## config.mk

```make
export PLATFORM = sky130hd
export DESIGN_NAME = stable_sorted_priority_queue
export DESIGN_NICKNAME = d
export VERILOG_FILES = /design/src/ssq_pkg.sv /design/src/ssq_ctrl.sv /design/src/ssq_dp.sv /design/src/stable_sorted_priority_queue.sv
export SDC_FILE = /design/constraint.sdc
export NUM_CORES = 2
export LEC_CHECK = 0
export ABC_AREA = 1
export BUFFER_PORTS_ARGS = -buffer_cell sky130_fd_sc_hd__clkbuf_2
export CORE_AREA = 2 2 284 398
export CTS_CLUSTER_SIZE = 20
export DETAILED_ROUTE_END_ITERATION = 8
export DIE_AREA = 0 0 286 400
export PLACE_DENSITY_LB_ADDON = 0.12
export SYNTH_ARGS = -nofsm -noshare
export SYNTH_HDL_FRONTEND = slang
export SYNTH_HIERARCHICAL = 1
export SYNTH_SLANG_ARGS = --single-unit
```

## constraint.sdc

```tcl
create_clock -name clk -period 8.2 [get_ports clk]
set_input_delay 0.82 -clock clk [delete_from_list [all_inputs] [get_ports clk]]
set_output_delay 0.82 -clock clk [all_outputs]
set_load 0.005 [all_outputs]
```

## src/ssq_pkg.sv

```systemverilog
// ----------------------------------------------------------------------------
// ssq_pkg: shared types and constants for the sorted priority queue
// Queue geometry, entry layout, status codes, controller states and the
// command bundle from controller to datapath.
// ----------------------------------------------------------------------------
package ssq_pkg;

  localparam int QUEUE_DEPTH = 16;
  localparam int CNT_W       = $clog2(QUEUE_DEPTH + 1);
  localparam int PRIO_W      = 8;
  localparam int ID_W        = 16;
  localparam int TAG_W       = 16;
  localparam int OCC_W       = 5;
  localparam int STAT_W      = 2;

  localparam logic [STAT_W-1:0] STAT_INSERTED = 2'd0;
  localparam logic [STAT_W-1:0] STAT_POPPED   = 2'd1;
  localparam logic [STAT_W-1:0] STAT_EMPTY    = 2'd2;
  localparam logic [STAT_W-1:0] STAT_FULL     = 2'd3;

  localparam logic MODE_INSERT = 1'b0;
  localparam logic MODE_POP    = 1'b1;

  typedef struct packed {
    logic [PRIO_W-1:0] prio;
    logic [ID_W-1:0]   id;
    logic [TAG_W-1:0]  tag;
  } entry_t;

  typedef enum logic {
    S_IDLE,
    S_EXEC
  } state_t;

  typedef struct packed {
    logic capture;
    logic execute;
  } cmd_t;

endpackage

```

## src/ssq_ctrl.sv

```systemverilog
// ----------------------------------------------------------------------------
// ssq_ctrl: sequencer for the sorted priority queue
// Takes a command, drives the datapath through its execute state and raises the
// result strobe in the cycle after it.
// ----------------------------------------------------------------------------
module ssq_ctrl (
  input  logic              clk,
  input  logic              rst,
  input  logic              start,
  output logic              busy,
  output logic              done,
  output ssq_pkg::cmd_t     cmd
);

  ssq_pkg::state_t state;
  ssq_pkg::state_t state_next;

  always_ff @(posedge clk) begin
    if (rst) begin
      state <= ssq_pkg::S_IDLE;
      done  <= 1'b0;
    end else begin
      state <= state_next;
      done  <= cmd.execute;
    end
  end

  always_comb begin
    state_next = state;
    unique case (state)
      ssq_pkg::S_IDLE: begin
        if (start) state_next = ssq_pkg::S_EXEC;
      end
      ssq_pkg::S_EXEC: begin
        state_next = ssq_pkg::S_IDLE;
      end
      default: state_next = ssq_pkg::S_IDLE;
    endcase
  end

  always_comb begin
    busy        = 1'b0;
    cmd.capture = 1'b0;
    cmd.execute = 1'b0;
    unique case (state)
      ssq_pkg::S_IDLE: begin
        cmd.capture = start;
      end
      ssq_pkg::S_EXEC: begin
        busy        = 1'b1;
        cmd.execute = 1'b1;
      end
      default: begin
        busy = 1'b0;
      end
    endcase
  end

  // a result strobe always rises in the cycle after an execute cycle
  a_done_after_exec: assert property (@(posedge clk) disable iff (rst)
    cmd.execute |=> done)
    else $error("result strobe missing after execute");

  // never take a new item while executing
  a_no_capture_busy: assert property (@(posedge clk) disable iff (rst)
    busy |-> !cmd.capture)
    else $error("capture while busy");

  // execute only right after a capture
  a_exec_after_capture: assert property (@(posedge clk) disable iff (rst)
    cmd.execute |-> $past(cmd.capture))
    else $error("execute without capture");

endmodule

```

## src/ssq_dp.sv

```systemverilog
// ----------------------------------------------------------------------------
// ssq_dp: sorted entry row and result registers
// A row of entry cells kept in descending priority order. Each cell compares
// its priority with the request in parallel and picks hold, shift or load.
// ----------------------------------------------------------------------------
module ssq_dp (
  input  logic                         clk,
  input  logic                         rst,
  input  ssq_pkg::cmd_t                cmd,
  input  logic                         mode,
  input  logic [ssq_pkg::PRIO_W-1:0]   priority_req,
  input  logic [ssq_pkg::TAG_W-1:0]    tag,
  output logic [ssq_pkg::STAT_W-1:0]   status,
  output logic [ssq_pkg::ID_W-1:0]     out_id,
  output logic [ssq_pkg::PRIO_W-1:0]   out_priority,
  output logic [ssq_pkg::TAG_W-1:0]    out_tag,
  output logic [ssq_pkg::OCC_W-1:0]    occupancy
);

  localparam int D = ssq_pkg::QUEUE_DEPTH;

  logic                         mode_q;
  logic [ssq_pkg::PRIO_W-1:0]   prio_q;
  logic [ssq_pkg::TAG_W-1:0]    tag_q;

  ssq_pkg::entry_t              entries      [D];
  ssq_pkg::entry_t              ins_next     [D];
  ssq_pkg::entry_t              pop_next     [D];
  ssq_pkg::entry_t              new_entry;
  logic [D-1:0]                 ge;

  logic [ssq_pkg::CNT_W-1:0]    count;
  logic [ssq_pkg::ID_W-1:0]     next_id;
  logic                         full;
  logic                         empty;

  assign full  = (count == ssq_pkg::CNT_W'(D));
  assign empty = (count == '0);

  assign new_entry.prio = prio_q;
  assign new_entry.id   = next_id;
  assign new_entry.tag  = tag_q;

  // per-cell compare: occupied and at least as urgent as the request
  always_comb begin
    for (int i = 0; i < D; i++) begin
      ge[i] = (ssq_pkg::CNT_W'(i) < count) && (entries[i].prio >= prio_q);
    end
  end

  for (genvar g = 0; g < D; g++) begin : g_cell
    if (g == 0) begin : g_head
      assign ins_next[g] = ge[g] ? entries[g] : new_entry;
    end else begin : g_body
      assign ins_next[g] = ge[g]     ? entries[g]   :
                           ge[g - 1] ? new_entry    : entries[g - 1];
    end
    if (g == D - 1) begin : g_tail
      assign pop_next[g] = entries[g];
    end else begin : g_inner
      assign pop_next[g] = entries[g + 1];
    end
  end

  always_ff @(posedge clk) begin
    if (cmd.capture) begin
      mode_q <= mode;
      prio_q <= priority_req;
      tag_q  <= tag;
    end
    if (cmd.execute) begin
      priority if (mode_q == ssq_pkg::MODE_INSERT && !full) begin
        entries      <= ins_next;
        status       <= ssq_pkg::STAT_INSERTED;
        out_id       <= next_id;
        out_priority <= '0;
        out_tag      <= '0;
      end else if (mode_q == ssq_pkg::MODE_INSERT) begin
        status       <= ssq_pkg::STAT_FULL;
        out_id       <= '0;
        out_priority <= '0;
        out_tag      <= '0;
      end else if (!empty) begin
        entries      <= pop_next;
        status       <= ssq_pkg::STAT_POPPED;
        out_id       <= entries[0].id;
        out_priority <= entries[0].prio;
        out_tag      <= entries[0].tag;
      end else begin
        status       <= ssq_pkg::STAT_EMPTY;
        out_id       <= '0;
        out_priority <= '0;
        out_tag      <= '0;
      end
    end
  end

  always_ff @(posedge clk) begin
    if (rst) begin
      count   <= '0;
      next_id <= ssq_pkg::ID_W'(1);
    end else if (cmd.execute) begin
      if (mode_q == ssq_pkg::MODE_INSERT && !full) begin
        count   <= count + 1'b1;
        next_id <= next_id + 1'b1;
      end else if (mode_q == ssq_pkg::MODE_POP && !empty) begin
        count   <= count - 1'b1;
      end
    end
  end

  assign occupancy = ssq_pkg::OCC_W'(count);

  a_count_bound: assert property (@(posedge clk) disable iff (rst)
    count <= ssq_pkg::CNT_W'(D))
    else $error("entry count beyond depth");

  a_insert_grows: assert property (@(posedge clk) disable iff (rst)
    cmd.execute && mode_q == ssq_pkg::MODE_INSERT && !full |=>
      count == $past(count) + 1'b1 && status == ssq_pkg::STAT_INSERTED)
    else $error("insert did not add an entry");

  a_empty_pop: assert property (@(posedge clk) disable iff (rst)
    cmd.execute && mode_q == ssq_pkg::MODE_POP && empty |=>
      count == '0 && status == ssq_pkg::STAT_EMPTY)
    else $error("pop on empty changed state");

endmodule

```

## src/stable_sorted_priority_queue.sv

```systemverilog
// ----------------------------------------------------------------------------
// stable_sorted_priority_queue: bounded priority queue, FIFO among equals
// Insert and pop commands on a queue kept sorted by priority, highest first.
// ----------------------------------------------------------------------------
// Usage: drive mode, priority_req and tag and raise start; the item is taken
// at a clock edge where start is high and busy is low. Each item is first
// captured, then the entry row compares and shifts all cells at once. The
// result appears for exactly one cycle, marked by done, in the cycle after
// the execute cycle; busy is already low then, so the next item can be
// taken in that same cycle. The receiver cannot stall: sample the result
// ports whenever done is high. Inserts get ids from a 16-bit counter that
// starts at 1 and wraps through 0; an insert into a full queue is dropped
// with status 3 and does not consume an id. A pop on an empty queue
// returns status 2. occupancy is the entry count after the item and stays
// valid between results.
// ----------------------------------------------------------------------------
module stable_sorted_priority_queue (
  input  logic                         clk,
  input  logic                         rst,
  input  logic                         start,
  output logic                         busy,
  input  logic                         mode,
  input  logic [ssq_pkg::PRIO_W-1:0]   priority_req,
  input  logic [ssq_pkg::TAG_W-1:0]    tag,
  output logic                         done,
  output logic [ssq_pkg::STAT_W-1:0]   status,
  output logic [ssq_pkg::ID_W-1:0]     out_id,
  output logic [ssq_pkg::PRIO_W-1:0]   out_priority,
  output logic [ssq_pkg::TAG_W-1:0]    out_tag,
  output logic [ssq_pkg::OCC_W-1:0]    occupancy
);

  // commands from the sequencer to the entry row
  ssq_pkg::cmd_t cmd;

  // sequencer: capture, execute, strobe the result
  ssq_ctrl u_ctrl (
    .clk   (clk),
    .rst   (rst),
    .start (start),
    .busy  (busy),
    .done  (done),
    .cmd   (cmd)
  );

  // entry row, id counter and result registers
  ssq_dp u_dp (
    .clk          (clk),
    .rst          (rst),
    .cmd          (cmd),
    .mode         (mode),
    .priority_req (priority_req),
    .tag          (tag),
    .status       (status),
    .out_id       (out_id),
    .out_priority (out_priority),
    .out_tag      (out_tag),
    .occupancy    (occupancy)
  );

endmodule

```

==> metrics <==
outcome=finished clean; most used cell along the critical path=inv_2; Clock Pin Slew Worst Setup and Hold Paths=0.06 ns; most common cell after layout, fill and taps aside=nand2_1; post-DR wirelength/cell=16.21 um; Hold WC Path Type=in -> reg; placed cells=6732; CTS Sinks=730; cts bufs inserted=81; vias in the first global route=33480; Initial DRC Count=2462; Synth Register Bits=730; Fillers=11390; root buffer cell=clkbuf_16; period utilisation layout=54.85%; final setup fails=0; Worst-Skew Late Latency=0.66 ns; GR Layer Usage met3=2.582%; Placer Congestion=0.8059; Top Family by Delay on Critical Path=buffers and inverters; Avg Cell Area, Syn=7.822 um^2; antenna violations before repair=2; Cell Pwr Density=205.3 nW/um^2; Leakage=0.02200 uW; syn nets=5647; RSZ-0062 raised after global routing=false; Core Region=111000 um^2; Initial Util=38.65%; first-pass GRT wire length=183900 um; Placement Rows=145; slew margin rel.=30.22%; Final Max Tran Viols=0; final hold vios=0; chip height=400 um; residual DRC count=0; Max Cap Viol=0; M1 GR Usage=26.13%; ratio of cells with drive above 1 in the final layout=5.640%; die width=286 um; Vias/cell=4.827; Setup TNS Final=0 ns; worst path arrival time=4.77 ns; Final ANT Viol Nets=0; Clock Skews=0.01992 ns; Buffers on Ports=76; grt total ovfl=0; Crit path largest cell delay=0.92 ns; worst path cell trace=inv_2, ha_1, nand3_1, nand2_4, buf_12, buf_4, o21ai_1, inv_2; buffer count from post-CTS setup fixing=0; largest net degree at the start of global routing=198; hold buffers post-CTS=0; yosys warns=6; Critical path buffers and inverters=4; final cell count without fillers=6878; clk buf depth=3; CTS tree=built; Netlist cell types=33; Vias=33200; CP Launch Type=flip-flop; nets@finish=5506; Crit-path slowest cell=buf_4; # IOs=77; worst path required time=8.48 ns; max frequency=0.2224 GHz; Global Route Usage Sum=19.59%; cts repair resizes=0; full die area=114400 um^2; Area Growth Syn to Fin=8.701%; final period demand of the worst path=4.497 ns; hpwl dp=75750 um; Crit Path Category=reg -> reg; global-route track usage on met2=33.57%; post-synthesis sequential area ratio=50.55%; Worst-Margin Slew=1.047 ns; CP endpoint kind=flip-flop; commonest cells after routing, fill and taps aside=2006 x nand2_1, 1179 x nand3_1, 707 x edfxtp_1; drt first pass iters=9; Worst VDD drop=158.7 uV; Post-Syn Instances=5486; DRT Wirelength=111500 um; Synth Cell Area=42910 um^2; CP max FO=197; GR peak layer=met2; CTS H-tree depth=3; # diodes=0
[cell families (layout without fill, tap and decap cells)]
logic type / count (synthesis) / in the layout / synth area share [%]
XOR/XNOR: 8 / 8 / 0.1633
flip-flops: 730 / 730 / 50.55
AO/OA/AOI/OAI: 190 / 190 / 2.350
buffers and inverters: 1079 / 1001 / 10.15
adder cells (fa/ha/maj): 133 / 133 / 3.878
AND/OR/NAND/NOR: 3346 / 3346 / 32.91
[cell usage after synthesis, drive strengths merged]
| cell type | count | area (um^2) |
|---|---|---|
| nand2 | 2011 | 7556 |
| nand3 | 1181 | 5916 |
| edfxtp | 707 | 21230 |
| inv | 688 | 2582 |
| clkbuf | 216 | 810.8 |
| buf | 162 | 913.4 |
| nor2 | 137 | 550.5 |
| ha | 133 | 1664 |
| a21oi | 88 | 440.4 |
| o21ai | 84 | 431.7 |
| dfxtp | 23 | 460.4 |
| o21a | 14 | 105.1 |
| clkinv | 13 | 48.80 |
| nor3 | 10 | 55.05 |
| xor2 | 7 | 61.31 |
| nand4 | 6 | 37.54 |
| a31oi | 3 | 25.02 |
| nand3b | 1 | 7.510 |
| o22ai | 1 | 6.260 |
| xnor2 | 1 | 8.760 |
[per-layer routing]
metal / vias up / routed length (um)
met5: - / 0
met2: 623 / 53620
li1: 17460 / -
met4: 0 / 1888
met3: 103 / 5199
met1: 15010 / 50810
[worst paths after layout]
path	startpoint	endpoint	slack [ns]	cells past startpoint
worst max-delay path	u_dp/occupancy[0]$_SDFFE_PP0P_	u_dp/entries[295]$_DFFE_PP_	3.70	8
worst min-delay path	priority_req[7]	u_dp/prio_q[7]$_DFFE_PP_	0.34	1
worst max register to register	u_dp/occupancy[0]$_SDFFE_PP0P_	u_dp/entries[295]$_DFFE_PP_	3.70	8
worst min register to register	u_dp/next_id[4]$_SDFFE_PP0P_	u_dp/next_id[4]$_SDFFE_PP0P_	0.51	2
[stage by stage]
| stage | setup slack, ns | hold WS (ns) | power, uW | util, % | area, um^2 |
|---|---|---|---|---|---|
| 2_1_floorplan | 3.982 | 0.4545 | 5665 | - | 42910 |
| 3_3_place_gp | 3.822 | 0.4801 | 6055 | 39.72 | 44100 |
| 3_5_place_dp | 3.689 | 0.4944 | 6083 | 39.72 | 44100 |
| 4_1_cts | 3.677 | 0.2889 | 9721 | 42.01 | 46640 |
| 5_1_grt | 3.405 | 0.3188 | 10080 | 42.01 | 46640 |
| 6_report | 3.703 | 0.3388 | 9576 | 42.01 | 46640 |
[power by group]
group          total (uW)  switching, uW  internal (uW)
Sequential           4490           98.5           4390
Combinational        1500           1080            421
Clock                3590           1550           2040
[cell type report]
class	count	area, um^2	area share [%]
clock buffer	104	2227	4.775
timing repair buffer	154	991.0	2.124
tap	1470	1839	3.943
sequential	730	21690	46.50
clock inverter	42	319.1	0.6840
inverter	701	2639	5.657
multi-input combinational	3677	16940	36.31
[sequential cells by signal, indices dropped and copies added, names as in the netlist]
| name | cells |
|---|---|
| u_dp/tag_q | 16 |
| u_dp/entries | 640 |
| u_dp/out_id | 16 |
| u_dp/prio_q | 8 |
| u_ctrl/done | 1 |
| u_dp/out_priority | 8 |
| u_dp/out_tag | 16 |
| u_dp/mode_q | 1 |
| u_dp/status | 2 |
| u_dp/occupancy | 5 |
| u_ctrl/state | 1 |
| u_dp/next_id | 16 |
No activity file was read; power rests on OpenSTA's default activity.
